### src/assert_macros.svh
// ----------------------------------------------------------------------------
// Assertion macros
// Concurrent assertion forms for the PID controller RTL.
// ----------------------------------------------------------------------------
`ifndef ASSERT_MACROS_SVH
`define ASSERT_MACROS_SVH

// clocked check, off while reset is high
`define CPID_ASSERT(label, clk, rst, prop, msg) \
   label: assert property (@(posedge clk) disable iff (rst) prop) \
      else $error(msg);

// clocked check, active through reset
`define CPID_ASSERT_ALWAYS(label, clk, prop, msg) \
   label: assert property (@(posedge clk) prop) else $error(msg);

`endif

### src/cpid_pkg.sv
// ----------------------------------------------------------------------------
// cpid_pkg
// Types, register indexes and format constants of the clamped PID controller.
// ----------------------------------------------------------------------------
`default_nettype none

package cpid_pkg;

   localparam int SIGNAL_WIDTH_DEF   = 16;
   localparam int GAIN_FRAC_BITS_DEF = 8;
   localparam int INTEG_FRAC         = 16;
   localparam int GAIN_W             = 16;
   localparam int LIMIT_W            = 15;
   localparam int BOUND_W            = 16;
   localparam int INTEG_W            = LIMIT_W + INTEG_FRAC + 1;
   localparam int CSR_INDEX_W        = 4;
   localparam int CSR_DATA_W         = 16;

   typedef enum logic [CSR_INDEX_W-1:0] {
      CSR_KP,
      CSR_KI_STEP,
      CSR_KD,
      CSR_P_LIMIT,
      CSR_I_LIMIT,
      CSR_D_LIMIT,
      CSR_OUT_MAX,
      CSR_OUT_MIN
   } csr_index_type;

   typedef struct packed {
      logic [GAIN_W-1:0]         kp;
      logic [GAIN_W-1:0]         ki_step;
      logic [GAIN_W-1:0]         kd;
      logic [LIMIT_W-1:0]        p_limit;
      logic [LIMIT_W-1:0]        i_limit;
      logic [LIMIT_W-1:0]        d_limit;
      logic signed [BOUND_W-1:0] out_max;
      logic signed [BOUND_W-1:0] out_min;
   } cpid_cfg_type;

   localparam cpid_cfg_type CFG_RESET = '{
      kp:      16'd1792,
      ki_step: 16'd0,
      kd:      16'd0,
      p_limit: 15'd300,
      i_limit: 15'd0,
      d_limit: 15'd0,
      out_max: 16'sd300,
      out_min: -16'sd300
   };

endpackage

`default_nettype wire

### src/cpid_clamp_stage.sv
// ----------------------------------------------------------------------------
// cpid_clamp_stage
// Updates and clamps the integrator, clamps the P and D terms.
// ----------------------------------------------------------------------------
`default_nettype none
`include "assert_macros.svh"

module cpid_clamp_stage #(
   parameter int SIGNAL_WIDTH   = cpid_pkg::SIGNAL_WIDTH_DEF,
   parameter int GAIN_FRAC_BITS = cpid_pkg::GAIN_FRAC_BITS_DEF
) (
   input  wire logic                                       clock,
   input  wire logic                                       reset,
   input  wire cpid_pkg::cpid_cfg_type                     cfg,
   input  wire logic                                       in_valid,
   output logic                                            in_ready,
   input  wire logic signed [SIGNAL_WIDTH:0]               in_err,
   input  wire logic signed [SIGNAL_WIDTH+cpid_pkg::GAIN_W+1:0] in_p_raw,
   input  wire logic signed [SIGNAL_WIDTH+cpid_pkg::GAIN_W+1:0] in_incr,
   input  wire logic signed [SIGNAL_WIDTH+cpid_pkg::GAIN_W+1:0] in_d_raw,
   output logic                                            out_valid,
   input  wire logic                                       out_ready,
   output logic signed [SIGNAL_WIDTH:0]                    out_err,
   output logic signed [GAIN_FRAC_BITS+cpid_pkg::LIMIT_W:0] out_p,
   output logic signed [GAIN_FRAC_BITS+cpid_pkg::LIMIT_W:0] out_d,
   output logic signed [cpid_pkg::INTEG_W-1:0]             out_integ
);
   import cpid_pkg::*;

   localparam int ERR_W  = SIGNAL_WIDTH + 1;
   localparam int PROD_W = SIGNAL_WIDTH + GAIN_W + 2;
   localparam int TERM_W = GAIN_FRAC_BITS + LIMIT_W + 1;
   localparam int CMP_W  = (PROD_W > TERM_W) ? PROD_W : TERM_W;
   localparam int ACC_W  = ((PROD_W > INTEG_W) ? PROD_W : INTEG_W) + 1;

   function automatic logic signed [TERM_W-1:0] clamp_term(
      input logic signed [PROD_W-1:0] v,
      input logic [LIMIT_W-1:0]       lim
   );
      logic signed [CMP_W-1:0]  ve;
      logic signed [CMP_W-1:0]  le;
      logic signed [TERM_W-1:0] r;
      ve = CMP_W'(v);
      le = $signed(CMP_W'(lim) << GAIN_FRAC_BITS);
      priority if (ve > le) begin
         r = TERM_W'(le);
      end else if (ve < -le) begin
         r = TERM_W'(-le);
      end else begin
         r = TERM_W'(ve);
      end
      return r;
   endfunction

   logic                      valid_ff;
   logic                      valid_in;
   logic                      load;
   logic signed [ERR_W-1:0]   err_ff;
   logic signed [TERM_W-1:0]  p_ff;
   logic signed [TERM_W-1:0]  d_ff;
   logic signed [INTEG_W-1:0] integ_ff;
   logic signed [INTEG_W-1:0] integ_in;
   logic signed [ACC_W-1:0]   acc_c;
   logic signed [ACC_W-1:0]   acc_bound;
   logic signed [INTEG_W-1:0] i_bound;
   logic signed [TERM_W-1:0]  p_bound;

   assign in_ready = !valid_ff || out_ready;
   assign load     = in_valid && in_ready;
   assign valid_in = in_ready ? in_valid : valid_ff;

   assign i_bound   = $signed(INTEG_W'(cfg.i_limit) << INTEG_FRAC);
   assign p_bound   = $signed(TERM_W'(cfg.p_limit) << GAIN_FRAC_BITS);
   assign acc_bound = ACC_W'(i_bound);
   assign acc_c     = ACC_W'(integ_ff) + ACC_W'(in_incr);

   always_comb begin
      integ_in = integ_ff;
      if (load) begin
         priority if (acc_c > acc_bound) begin
            integ_in = i_bound;
         end else if (acc_c < -acc_bound) begin
            integ_in = -i_bound;
         end else begin
            integ_in = INTEG_W'(acc_c);
         end
      end
   end

   always_ff @(posedge clock) begin
      if (reset) begin
         valid_ff <= 1'b0;
         integ_ff <= '0;
      end else begin
         valid_ff <= valid_in;
         integ_ff <= integ_in;
      end
   end

   always_ff @(posedge clock) begin
      if (load) begin
         err_ff <= in_err;
         p_ff   <= clamp_term(in_p_raw, cfg.p_limit);
         d_ff   <= clamp_term(in_d_raw, cfg.d_limit);
      end
   end

   assign out_valid = valid_ff;
   assign out_err   = err_ff;
   assign out_p     = p_ff;
   assign out_d     = d_ff;
   assign out_integ = integ_ff;

   `CPID_ASSERT(a_integ_in_bound, clock, reset,
      valid_ff |-> (integ_ff <= i_bound && integ_ff >= -i_bound),
      "integrator outside its limit")
   `CPID_ASSERT(a_integ_hold, clock, reset,
      !load |=> $stable(integ_ff),
      "integrator moved without a transfer")
   `CPID_ASSERT(a_p_in_bound, clock, reset,
      valid_ff |-> (p_ff <= p_bound && p_ff >= -p_bound),
      "proportional term outside its limit")

endmodule

`default_nettype wire

### config.mk
export PLATFORM = sky130hd
export DESIGN_NAME = cpid_clamp_stage
export DESIGN_NICKNAME = d
export VERILOG_FILES = /design/src/cpid_pkg.sv /design/src/cpid_clamp_stage.sv
export VERILOG_INCLUDE_DIRS = /design/src /design/src/src
export SDC_FILE = /design/constraint.sdc
export NUM_CORES = 1
export LEC_CHECK = 0
export ABC_AREA = 1
export BUFFER_PORTS_ARGS = -buffer_cell sky130_fd_sc_hd__buf_2
export CORE_ASPECT_RATIO = 1.2
export CORE_MARGIN = 10
export CORE_UTILIZATION = 47
export DETAILED_ROUTE_END_ITERATION = 7
export PLACE_DENSITY = 0.78
export SYNTH_ARGS = -nofsm -noshare
export SYNTH_HDL_FRONTEND = slang
export SYNTH_SLANG_ARGS = --single-unit
### constraint.sdc
create_clock -name clock -period 4 [get_ports clock]
set_input_delay 0 -clock clock [delete_from_list [all_inputs] [get_ports clock]]
set_output_delay 0 -clock clock [all_outputs]
set_load 0.02 [all_outputs]
==> metrics.txt <==
ys async rst share 0; Vias/cell 5.61; share of cells above drive strength 1 0.290; clock sink total 98; GP Congestion 0.986; Fmax 0.222 GHz; Tcrit/Tclk final 1.13; Max Cap Viol 0; Final HPWL DP 30100 um; CP delay by family, top buffers and inverters; syn nets 1863; initial antenna violation count 8; Worst Path Max Fanout 15; failing checks negative hold slack, negative setup slack; Yosys cell types 46; crit path kind flip-flop to flip-flop; P_leak 7.17 nW; DRT iter0 DRCs 1017; Post-synth top cells nand2_1, inv_1, ha_1; CP Buf/Inv Count 14; Mapped Area 10300 um2; # DRC 0; status complete, but fails checks; CP peak stage delay 0.37 ns; TritonCTS clock tree yes; max_slew headroom 0.342; Final Util 0.655; Antenna Nets Post-Route 0; CP Capture Type flip-flop; core area 21600 um2; fin. max-slew vios 0; grt total ovfl 0; die height 182 um; Area growth syn-to-layout 37.8%; htree depth 3; drt total wl 40500 um; Yosys reg bits 98; top cell type by total area after synthesis edfxtp_1; Die Area 28200 um2; first-pass GRT wire length 61200 um; CP max-delay cell fa_2; ys flop type edfxtp_1; Min Clock Period, post-route 4.51 ns; nets@finish 2290; vias in the first global route 12300; fill count 1779; number of I/O port buffers 266; largest net degree at the start of global routing 80; Synth Area per Inst 7.03 um2; # IOs 347; synth warn 0; Final Hold Viols 2; Startpoint Class flip-flop; Die Wd 155 um; Post-synth EDFFs 65; placed insts 2081; Synth area leaders edfxtp_1, ha_1, nand2_1; Via Count 12200; fin cells 2173; Worst Skew 0.0156 ns; WL/cell 18.6 um; clk buf depth 2; Max VDD drop 0.000259 V; setup ws final -0.510 ns; worst slew pin tran 0.988 ns; Initial Utilization 0.475; root buf cell clkbuf_16; Total GRT Usage 0.266; clock-pin slew on the worst setup and hold paths 0.07 ns; critical path arrival 4.78 ns; Site Rows 59; top cell type's share of synthesized area 0.190; Num CTS Buffers 9; worst min-delay path class primary input to flip-flop; hold_ws -0.00478 ns; overall power 4.93 mW; Seq/Total Area, Yosys 0.254; clock latency on the worst-skew pair 0.37 ns; drt first pass iters 7; count leader, synth nand2_1; Fin Setup TNS -12.91 ns; RSZ-0062 raised after global routing yes; power density of the placed cells 348 nW/um2; CP dominant cell by count buf_4; reg2reg setup slack -0.51 ns; Post-Synthesis Cells 1462; final setup fails 32; Worst EP required 4.27 ns
==> sequential cells by signal, indices dropped and copies added, names as in the netlist <==
register	flops
out_integ	32
out_d	24
out_p	24
out_err	17
out_valid	1
==> final cells by class <==
cell class              instances  area (um2)  share of cell area
diodes                          5        12.5            0.000883
well taps                     274         343              0.0242
flip-flops and latches         98        2620               0.185
repair buffers                448        2920               0.206
clock buffers                  12         258              0.0182
clock inverters                 4        31.3             0.00221
inverters                     185         697              0.0492
multi-input cells            1147        7290               0.515
==> power breakdown <==
part	switching, mW	internal [mW]
logic	1.64	1.13
registers	0.0591	1.18
clock network	0.448	0.468
==> per-layer routing <==
metal,part of all wire,routed length [um],vias up,global-route usage
met5,0.00084,34,-,0
met4,0.056,2260,6,0.132
met3,0.091,3690,160,0.0766
met2,0.50,20300,646,0.485
met1,0.35,14200,5522,0.268
li1,-,-,5853,-
==> placed cells by master, fill, tap and decap left out, types with 35 or more instances in the layout <==
cell / instances
nand2_1: 310
buf_2: 266
inv_1: 178
ha_1: 140
buf_4: 137
nor2_1: 115
a21oi_1: 109
nand3_1: 81
o21ai_0: 77
edfxtp_1: 65
xor2_1: 40
nand2_2: 36
nor3_1: 35
==> final timing paths <==
check	from	end	cells after the start
setup / recovery	out_integ[0]$_SDFFE_PP0P_	out_integ[17]$_SDFFE_PP0P_	32
hold reg to reg	out_valid$_SDFFE_PP0N_	out_valid$_SDFFE_PP0N_	2
hold / removal	in_p_raw[7]	out_p[7]$_SDFFCE_PP0P_	3
setup reg to reg	out_integ[0]$_SDFFE_PP0P_	out_integ[17]$_SDFFE_PP0P_	32
==> worst register-to-register path, delay by kind of cell (launching register included) <==
family | cells | cell delay, ns
AND/OR/NAND/NOR | 15 | 1.65
adder cells (fa/ha/maj) | 2 | 0.51
AO/OA/AOI/OAI | 1 | 0.23
flip-flops | 1 | 0.36
buffers and inverters | 14 | 1.68
==> logic make-up (layout without fill, tap and decap cells) <==
logic type / count (synthesis) / after routing / synth area share
adder cells (fa/ha/maj): 153 / 153 / 0.187
XOR/XNOR: 49 / 49 / 0.0417
flip-flops: 98 / 98 / 0.254
AND/OR/NAND/NOR: 677 / 677 / 0.289
buffers and inverters: 217 / 649 / 0.0825
AO/OA/AOI/OAI: 268 / 268 / 0.146
other: 0 / 5 / 0
==> through the flow <==
stage / instance area, um2 / worst slack [ns]
2_1_floorplan: 10300 / 0.0229
3_3_place_gp: 12700 / -0.125
3_5_place_dp: 12700 / -0.262
4_1_cts: 13900 / -0.0885
5_1_grt: 14200 / -0.888
6_report: 14200 / -0.510
==> what timing repair did <==
action                                  in CTS  in global routing
gates cloned                                 2                  2
endpoints found under the setup margin      32                 34
gates resized for setup                     64                 54
pin swaps                                   24                 39
hold buffers                                34                  0
buffers inserted                            28                  7
endpoints found under the hold margin       34                  0
Note: power is estimated with default switching activity, not from simulation.
