**src/assert_macros.svh**
```systemverilog
// ----------------------------------------------------------------------------
// Assertion macros
// Concurrent assertion forms for the PID controller RTL.
// ----------------------------------------------------------------------------
`ifndef ASSERT_MACROS_SVH
`define ASSERT_MACROS_SVH

// clocked check, off while reset is high
`define CPID_ASSERT(label, clk, rst, prop, msg) \
   label: assert property (@(posedge clk) disable iff (rst) prop) \
      else $error(msg);

// clocked check, active through reset
`define CPID_ASSERT_ALWAYS(label, clk, prop, msg) \
   label: assert property (@(posedge clk) prop) else $error(msg);

`endif

```
**src/cpid_pkg.sv**
```systemverilog
// ----------------------------------------------------------------------------
// cpid_pkg
// Types, register indexes and format constants of the clamped PID controller.
// ----------------------------------------------------------------------------
`default_nettype none

package cpid_pkg;

   localparam int SIGNAL_WIDTH_DEF   = 16;
   localparam int GAIN_FRAC_BITS_DEF = 8;
   localparam int INTEG_FRAC         = 16;
   localparam int GAIN_W             = 16;
   localparam int LIMIT_W            = 15;
   localparam int BOUND_W            = 16;
   localparam int INTEG_W            = LIMIT_W + INTEG_FRAC + 1;
   localparam int CSR_INDEX_W        = 4;
   localparam int CSR_DATA_W         = 16;

   typedef enum logic [CSR_INDEX_W-1:0] {
      CSR_KP,
      CSR_KI_STEP,
      CSR_KD,
      CSR_P_LIMIT,
      CSR_I_LIMIT,
      CSR_D_LIMIT,
      CSR_OUT_MAX,
      CSR_OUT_MIN
   } csr_index_type;

   typedef struct packed {
      logic [GAIN_W-1:0]         kp;
      logic [GAIN_W-1:0]         ki_step;
      logic [GAIN_W-1:0]         kd;
      logic [LIMIT_W-1:0]        p_limit;
      logic [LIMIT_W-1:0]        i_limit;
      logic [LIMIT_W-1:0]        d_limit;
      logic signed [BOUND_W-1:0] out_max;
      logic signed [BOUND_W-1:0] out_min;
   } cpid_cfg_type;

   localparam cpid_cfg_type CFG_RESET = '{
      kp:      16'd1792,
      ki_step: 16'd0,
      kd:      16'd0,
      p_limit: 15'd300,
      i_limit: 15'd0,
      d_limit: 15'd0,
      out_max: 16'sd300,
      out_min: -16'sd300
   };

endpackage

`default_nettype wire

```
**src/cpid_output_stage.sv**
```systemverilog
// ----------------------------------------------------------------------------
// cpid_output_stage
// Sums the terms, saturates the drive and registers the result.
// ----------------------------------------------------------------------------
`default_nettype none

module cpid_output_stage #(
   parameter int SIGNAL_WIDTH   = cpid_pkg::SIGNAL_WIDTH_DEF,
   parameter int GAIN_FRAC_BITS = cpid_pkg::GAIN_FRAC_BITS_DEF
) (
   input  wire logic                                        clock,
   input  wire logic                                        reset,
   input  wire cpid_pkg::cpid_cfg_type                      cfg,
   input  wire logic                                        in_valid,
   output logic                                             in_ready,
   input  wire logic signed [SIGNAL_WIDTH:0]                in_err,
   input  wire logic signed [GAIN_FRAC_BITS+cpid_pkg::LIMIT_W:0] in_p,
   input  wire logic signed [GAIN_FRAC_BITS+cpid_pkg::LIMIT_W:0] in_d,
   input  wire logic signed [cpid_pkg::INTEG_W-1:0]         in_integ,
   output logic                                             out_valid,
   input  wire logic                                        out_ready,
   output logic signed [SIGNAL_WIDTH-1:0]                   out_drive,
   output logic signed [SIGNAL_WIDTH-1:0]                   out_prop_term,
   output logic signed [SIGNAL_WIDTH-1:0]                   out_integ_term,
   output logic signed [SIGNAL_WIDTH-1:0]                   out_deriv_term,
   output logic signed [SIGNAL_WIDTH:0]                     out_error_value
);
   import cpid_pkg::*;

   localparam int ERR_W    = SIGNAL_WIDTH + 1;
   localparam int TERM_W   = GAIN_FRAC_BITS + LIMIT_W + 1;
   localparam int SUM_W    = INTEG_W + 2;
   localparam int UP_SHIFT = INTEG_FRAC - GAIN_FRAC_BITS;

   logic                           valid_ff;
   logic                           valid_in;
   logic                           load;
   logic signed [SUM_W-1:0]        sum_c;
   logic signed [SUM_W-1:0]        sum_bias;
   logic signed [SUM_W-1:0]        sum_tr;
   logic signed [SUM_W-1:0]        hi_c;
   logic signed [SUM_W-1:0]        lo_c;
   logic signed [TERM_W-1:0]       p_bias;
   logic signed [TERM_W-1:0]       d_bias;
   logic signed [TERM_W-1:0]       p_tr;
   logic signed [TERM_W-1:0]       d_tr;
   logic signed [INTEG_W-1:0]      i_bias;
   logic signed [INTEG_W-1:0]      i_tr;
   logic signed [SIGNAL_WIDTH-1:0] drive_c;
   logic signed [SIGNAL_WIDTH-1:0] drive_ff;
   logic signed [SIGNAL_WIDTH-1:0] prop_ff;
   logic signed [SIGNAL_WIDTH-1:0] integ_ff;
   logic signed [SIGNAL_WIDTH-1:0] deriv_ff;
   logic signed [ERR_W-1:0]        err_ff;

   assign in_ready = !valid_ff || out_ready;
   assign load     = in_valid && in_ready;
   assign valid_in = in_ready ? in_valid : valid_ff;

   assign sum_c = (SUM_W'(in_p) <<< UP_SHIFT) + SUM_W'(in_integ)
                + (SUM_W'(in_d) <<< UP_SHIFT);
   assign hi_c  = SUM_W'(cfg.out_max) <<< INTEG_FRAC;
   assign lo_c  = SUM_W'(cfg.out_min) <<< INTEG_FRAC;

   // round toward zero: bias negative values before the arithmetic shift
   assign sum_bias = {{(SUM_W-INTEG_FRAC){1'b0}}, {INTEG_FRAC{sum_c[SUM_W-1]}}};
   assign sum_tr   = (sum_c + sum_bias) >>> INTEG_FRAC;
   assign p_bias   = {{(TERM_W-GAIN_FRAC_BITS){1'b0}}, {GAIN_FRAC_BITS{in_p[TERM_W-1]}}};
   assign p_tr     = (in_p + p_bias) >>> GAIN_FRAC_BITS;
   assign d_bias   = {{(TERM_W-GAIN_FRAC_BITS){1'b0}}, {GAIN_FRAC_BITS{in_d[TERM_W-1]}}};
   assign d_tr     = (in_d + d_bias) >>> GAIN_FRAC_BITS;
   assign i_bias   = {{(INTEG_W-INTEG_FRAC){1'b0}}, {INTEG_FRAC{in_integ[INTEG_W-1]}}};
   assign i_tr     = (in_integ + i_bias) >>> INTEG_FRAC;

   always_comb begin
      priority if (sum_c < hi_c && sum_c > lo_c) begin
         drive_c = SIGNAL_WIDTH'(sum_tr);
      end else if (sum_c >= hi_c) begin
         drive_c = SIGNAL_WIDTH'(cfg.out_max);
      end else begin
         drive_c = SIGNAL_WIDTH'(cfg.out_min);
      end
   end

   always_ff @(posedge clock) begin
      if (reset) begin
         valid_ff <= 1'b0;
      end else begin
         valid_ff <= valid_in;
      end
   end

   always_ff @(posedge clock) begin
      if (load) begin
         drive_ff <= drive_c;
         prop_ff  <= SIGNAL_WIDTH'(p_tr);
         integ_ff <= SIGNAL_WIDTH'(i_tr);
         deriv_ff <= SIGNAL_WIDTH'(d_tr);
         err_ff   <= in_err;
      end
   end

   assign out_valid       = valid_ff;
   assign out_drive       = drive_ff;
   assign out_prop_term   = prop_ff;
   assign out_integ_term  = integ_ff;
   assign out_deriv_term  = deriv_ff;
   assign out_error_value = err_ff;

endmodule

`default_nettype wire

```
**config.mk**
```make
export PLATFORM = sky130hd
export DESIGN_NAME = cpid_output_stage
export DESIGN_NICKNAME = d
export VERILOG_FILES = /design/src/assert_macros.svh /design/src/cpid_pkg.sv /design/src/cpid_output_stage.sv
export SDC_FILE = /design/constraint.sdc
export NUM_CORES = 1
export LEC_CHECK = 0
export ABC_AREA = 1
export BUFFER_PORTS_ARGS = -buffer_cell sky130_fd_sc_hd__buf_2
export CAP_MARGIN = 20
export CORE_MARGIN = 2
export CORE_UTILIZATION = 52
export CTS_BUF_LIST = sky130_fd_sc_hd__clkbuf_2
export CTS_CLUSTER_SIZE = 16
export DETAILED_ROUTE_END_ITERATION = 12
export GPL_TIMING_DRIVEN = 0
export PLACE_DENSITY = 0.84
export SYNTH_ARGS = -nofsm -noshare
export SYNTH_HDL_FRONTEND = slang
export SYNTH_SLANG_ARGS = --single-unit
```
**constraint.sdc**
```tcl
create_clock -name clock -period 5.54 [get_ports clock]
set_input_delay 0.554 -clock clock [delete_from_list [all_inputs] [get_ports clock]]
set_output_delay 0.554 -clock clock [all_outputs]
set_load 0.01 [all_outputs]
```
==> results of run 1 <==
==> layout by cell type, fill, tap and decap left out, drive strengths merged, types with 3 or more instances in the layout <==
cell type and n:
nand3 60, nand3b 6, xor2 30, inv 142
o21bai 3, a21oi 88, buf 221, nand2 286
nand4 23, nor4 10, xnor2 8, clkinv 3
and3 3, nor2 142, o211ai 12, clkbuf 11
fa 25, nor3 14, ha 104, edfxtp 81
o21ai 44
==> area by class of cell <==
class / count / area [um^2] / area share (%)
clock inverters: 7 / 73.8 / 0.741
plain buffers: 6 / 32.5 / 0.327
repair buffers: 217 / 1120 / 11.2
well taps: 216 / 270 / 2.71
flip-flops and latches: 82 / 2450 / 24.6
inverters: 140 / 526 / 5.28
clock buffers: 9 / 45.0 / 0.452
diodes: 1 / 2.50 / 0.0251
multi-input cells: 875 / 5440 / 54.6
==> worst max-delay path, delay by kind of cell <==
kind	cells	cell delay [ns]
fa+ha+maj	3	1.50
simple gates	8	1.33
compound gates	5	0.99
buf+inv	3	0.72
xor+xnor	1	0.24
==> flip-flops by register name, summed over array words and instances, names as in the netlist <==
| register | count |
|---|---|
| out_prop_term | 16 |
| out_integ_term | 16 |
| out_error_value | 17 |
| out_valid | 1 |
| out_deriv_term | 16 |
| out_drive | 16 |
==> worst paths after layout <==
path                                  end  cells past startpoint
max                out_drive[1]$_DFFE_PP_                     20
min                out_valid$_SDFFE_PP0N_                      2
max reg2reg  out_deriv_term[15]$_DFFE_PP_                      3
min reg2reg        out_valid$_SDFFE_PP0N_                      2
==> report_power, final <==
part | internal, mW | total [mW] | switching (mW)
registers | 0.837 | 0.860 | 0.0236
clock network | 0.0732 | 0.316 | 0.243
logic | 0.763 | 2.24 | 1.48
total | 1.67 | 3.42 | 1.75
==> routing by layer <==
metal  GRT usage [%]  share of wire (%)  vias up
met2            41.7                 46      292
met3            2.47                6.5       35
met5               0                  0        -
li1                -                  -     4180
met4            7.25                2.1        0
met1            35.6                 45     3665
==> kinds of logic after synthesis <==
logic type	after synthesis
xor gates and xnor gates	38
AOI/OAI and AO/OA	160
DFF	82
buffers and inverters	146
adders and majority gates	129
and+or+nand+nor	548
==> per-stage QoR <==
step                      util (%)  total power [mW]  cell area [um^2]  setup WS (ns)
after floorplan                  -              2.43              8440          0.479
after global placement        61.6              3.05              9790          -1.04
after detailed placement      61.9              3.08              9840         0.0390
after CTS                     62.7              3.40              9960          0.664
after global routing          62.7              3.73              9960          0.243
final                         62.7              3.42              9960          0.501
==> impl_metrics.csv, run 1 <==
group,metric,value,unit
route,wl,22.2,mm
sta,holdWs,0.116,ns
power,p_leak,5.02,nW
logic_synthesis,yosys.area_share.simple,28.2,%
worst_hold_path,hp-class,"input pin to flop",
grt,antenna_found_initial,1,
sta,tns,0,ns
sta,hold_viol_final,0,
grt,grt_pass1_vias,7370,
route,drc,0,
floorplanning,ios,309,
power,vdd_drop_max,0.185,mV
route,wl_per_cell,14.3,um
critical_path,crit_type,"input pin to flop",
logic_synthesis,synth_top_area_cell,"edfxtp_1",
logic_synthesis,synth.ff_latch_count,82,
grt,grt.total_usage,25.3,%
layout,syn2layout_area_growth,18.0,%
critical_path,crit_path_start,"in_integ[31]",
placed_design,port_buffers,215,
logic_synthesis,synthAdderAreaFrac,21.3,%
logic_synthesis,syn_inst,1103,
logic_synthesis,syn_area,8440,um^2
route,drtPass1Iterations,5,
route,drt_iter0_markers,640,
worst_hold_path,hp-start,"reset",
logic_synthesis,synthXorXnorAreaFrac,4.30,%
logic_synthesis,synth_compound_area_share,10.5,%
sta,post-route-min-period,5.04,ns
floorplanning,rows,46,
route,vias_per_cell,5.26,
layout,fin_nets,1686,
sta,tightest_slew,1.05,ns
cts,clock_tree.root_cell,"clkbuf_2",
cts,cts_sinks,82,
critical_path,path_max_fanout,19,
logic_synthesis,synth_nets,1458,
status,status,"finished, final reports clean",
sta,fin_crit_sh,90.9,%
placed_design,gp_congestion,0.920,
logic_synthesis,synth_ff_type,"edfxtp_1",
grt,gr-total-overflow,0,
grt,grt_first_pass_wirelength,35.7,mm
logic_synthesis,synth.avg_cell_area,7.65,um^2
logic_synthesis,synth_top_family_by_area,"simple AND/OR/NAND/NOR gates",
route,ant_nets,0,
logic_synthesis,synth_mux_area_share,0,%
layout,fill_cells,1450,
logic_synthesis,async_flop_share,0,%
floorplanning,start_util,53.1,%
critical_path,timing.rr.start,"out_valid$_SDFFE_PP0N_",
cts,cts_setup_buffers,0,
critical_path,end_kind,"flop",
floorplanning,dieArea,17300,um^2
floorplanning,coreArea,15900,um^2
cts,clock_path_buffers,2,
grt,grt_start_max_net_pins,32,
logic_synthesis,yosysTopAreaCellShare,28.8,%
power,power_density,343,nW/um^2
cts,ctsHoldBuffers,0,
cts,cts_buffers,9,
logic_synthesis,netlist_top_cells_area,"edfxtp_1 (29%), ha_1 (15%), nand2_1 (12%)",
sta,rsz0062_at_grt,"false",
floorplanning,die_h,131,um
floorplanning,die_w,131,um
critical_path,crit_path_top_delay_cell,"ha_1",
sta,finClkSkew,0.0355,ns
logic_synthesis,synth_edf_count,81,
logic_synthesis,seq_area_frac_synth,29.1,%
logic_synthesis,yosysUniqueCellTypes,48,
cts,worstSkewPairLatency,0.58,ns
cts,tritoncts,"yes",
critical_path,rrSetupSlack,3.76,ns
layout,layout.cells.non_filler,1553,
logic_synthesis,synth_warnings,0,
critical_path,cpPeakStageDelay,0.58,ns
sta,maxSlewHeadroom,30.3,%
critical_path,worstSetupStartpointType,"input pin",
critical_path,timing.critical_path.cells,"buf_2, fa_1, ha_1, a21oi_1, nand2_1, a21oi_1, nand3_1, nand2_1, nand2_1, ha_1, nand4_1, nor2_1, o2111ai_1, nand3_1, xor2_1, nand2_1, inv_1, buf_2, o21ai_0, o22ai_1",
critical_path,crit_top_cell,"nand2_1",
cts,h-tree-depth,3,
flow_run,drv_cap,0,
sta,setup_violations,0,
placed_design,post-dp-hpwl,18.9,mm
sta,slew_viol_final,0,
logic_synthesis,synth_common_cells,"nand2_1 (269), inv_1 (136), nor2_1 (136), ha_1 (104), a21oi_1 (85)",
critical_path,crit_arrival,5.37,ns
route,via_count,8172,
layout,drive_above_1_share,20.9,%
cts,postCtsResizedCells,0,
sta,fmax,198,MHz
cts,path_clk_slew,0.24,ns
critical_path,worstPathRequired,5.87,ns
placed_design,dpl.cell_count,1536,
logic_synthesis,synth_most_common_cell,"nand2_1",
Power figures use the tool's default switching activity.
==> inputs of run 2 (changes only) <==
Settings changed: CORE_ASPECT_RATIO set to 1.1.
==> impl_metrics.csv, run 2 (synthesis gave the netlist of run 1 again) <==
group,metric,value,unit
status,status,"finished, final reports clean",
critical_path,path_max_fanout,19,
grt,grt.total_usage,26.1,%
placed_design,post-dp-hpwl,19.5,mm
critical_path,path_delay_family,"simple AND/OR/NAND/NOR gates",
placed_design,port_buffers,215,
flow_run,drv_cap,0,
layout,fill_cells,1406,
cts,cts_buffers,9,
route,via_count,8309,
route,ant_nets,0,
critical_path,timing.rr.start,"out_valid$_SDFFE_PP0N_",
layout,mostFrequentLayoutCells,"nand2_1 (269), buf_2 (217), inv_1 (136), nor2_1 (136), ha_1 (104)",
critical_path,crit_arrival,5.26,ns
power,vdd_drop_max,0.175,mV
critical_path,reg2regPathDepth,4,
floorplanning,die_h,138,um
floorplanning,start_util,53.4,%
cts,cts_setup_buffers,0,
sta,rsz0062_at_grt,"false",
layout,largest_reg_flops,17,
cts,clock_tree.root_cell,"clkbuf_2",
power,power_density,347,nW/um^2
cts,ctsHoldBuffers,0,
route,drc,0,
route,vias_per_cell,5.40,
grt,antenna_found_initial,1,
sta,maxSlewHeadroom,32.9,%
cts,clock_path_buffers,2,
critical_path,rrSetupSlack,3.87,ns
floorplanning,ios,309,
floorplanning,die_w,125,um
critical_path,cpPeakStageDelay,0.58,ns
sta,slew_viol_final,0,
critical_path,critPathBufInv,4,
critical_path,crit_path_top_delay_cell,"ha_1",
cts,cts_sinks,82,
critical_path,r2r_end,"out_prop_term[1]$_DFFE_PP_",
grt,grt_pass1_vias,7715,
critical_path,crit_path_start,"in_integ[31]",
critical_path,crit_type,"input pin to flop",
layout,drive_above_1_share,20.9,%
sta,hold_viol_final,0,
cts,postCtsResizedCells,0,
layout,fin_nets,1687,
critical_path,worstSetupStartpointType,"input pin",
sta,finClkSkew,0.0279,ns
route,drtPass1Iterations,5,
route,drt_iter0_markers,508,
route,wl,23.1,mm
critical_path,worstPathRequired,5.83,ns
critical_path,path_depth,23,
critical_path,timing.critical_path.cells,"buf_2, fa_1, ha_1, nand2_1, inv_1, nand2_1, nand2_1, a21oi_1, nand3_1, nand2_1, nand2_1, ha_1, nand4_1, nor2_1, o2111ai_1, nand3_1, xor2_1, nand2_1, inv_1, clkbuf_1, nand2_1, o211ai_1, nand2_1",
critical_path,crit_top_cell,"nand2_1",
sta,tns,0,ns
layout,layout_commonest_cell,"nand2_1",
cts,path_clk_slew,0.23,ns
cts,h-tree-depth,3,
critical_path,critPathCapture,"out_drive[14]$_DFFE_PP_",
sta,fin_crit_sh,89.7,%
cts,worstSkewPairLatency,0.55,ns
floorplanning,coreArea,15800,um^2
floorplanning,rows,48,
worst_hold_path,hp-class,"input pin to flop",
grt,grt_first_pass_wirelength,36.5,mm
placed_design,dpl.cell_count,1521,
sta,setup_violations,0,
placed_design,gp_congestion,0.989,
grt,gr-total-overflow,0,
sta,post-route-min-period,4.97,ns
route,wl_per_cell,15.0,um
grt,grt_start_max_net_pins,32,
layout,syn2layout_area_growth,18.2,%
sta,tightest_slew,1.01,ns
layout,layout.cells.non_filler,1538,
critical_path,end_kind,"flop",
sta,fmax,201,MHz
floorplanning,dieArea,17300,um^2
cts,tritoncts,"yes",
power,p_leak,5.05,nW
-- run 2: cell types whose count changed in the layout (fill, tap and decap cells not counted), sizes merged --
cell,before,now
inv,142,141
buf,221,222
clkinv,3,5
bufinv,0,1
clkinvlp,2,0
-- run 2: cell type report --
class / instances / area [um^2] / area share [%]
multi-input combinational: 875 / 5440 / 54.5
sequential: 82 / 2450 / 24.6
timing repair buffer: 218 / 1150 / 11.5
inverter: 140 / 526 / 5.27
tap: 200 / 250 / 2.51
clock inverter: 7 / 77.6 / 0.778
clock buffer: 9 / 45.0 / 0.451
buffer: 6 / 32.5 / 0.326
antenna: 1 / 2.50 / 0.0251
-- run 2: report_power, final --
group	switching [mW]	total, mW	internal [mW]
combinational	1.50	2.26	0.767
clock	0.228	0.338	0.109
sequential	0.0252	0.862	0.837
-- run 2: how the worst min path moves through the flow --
stage / startpoint / to / cells after the start
floorplan: out_valid$_SDFFE_PP0N_ / out_valid$_SDFFE_PP0N_ / 2
global placement: out_valid$_SDFFE_PP0N_ / out_valid$_SDFFE_PP0N_ / 2
detailed placement: out_valid$_SDFFE_PP0N_ / out_valid$_SDFFE_PP0N_ / 2
CTS: reset / out_valid$_SDFFE_PP0N_ / 2
global route: reset / out_valid$_SDFFE_PP0N_ / 2
finish: reset / out_valid$_SDFFE_PP0N_ / 2
-- run 2: stage by stage --
| stage | utilization [%] | setup WS, ns | hold slack [ns] | instance area, um^2 | power [mW] |
|---|---|---|---|---|---|
| after detailed placement | 62.4 | 0.0428 | 0.529 | 9850 | 3.10 |
| after global placement | 61.8 | -0.918 | 0.476 | 9770 | 3.06 |
| after global routing | 63.2 | 0.145 | 0.0698 | 9980 | 3.77 |
| after floorplan | - | 0.479 | 0.577 | 8440 | 2.43 |
| final | 63.2 | 0.572 | 0.141 | 9980 | 3.46 |
| after CTS | 63.1 | 0.671 | 0.0828 | 9970 | 3.45 |
-- run 2: worst reg2reg max path: stages (launching register included) --
cell and delay, ns:
dfxtp_1 0.40, a21oi_4 0.36, buf_16 0.23, buf_12 0.24
buf_16 0.20
-- run 2: per-layer routing --
layer	GRT usage, %	vias up	share of wire, %	wire length [um]
li1	-	4181	-	-
met1	33.9	3747	42	9680
met2	45.8	340	49	11300
met3	3.38	41	7.2	1660
met4	7.90	0	2.4	548
met5	0	-	0	0
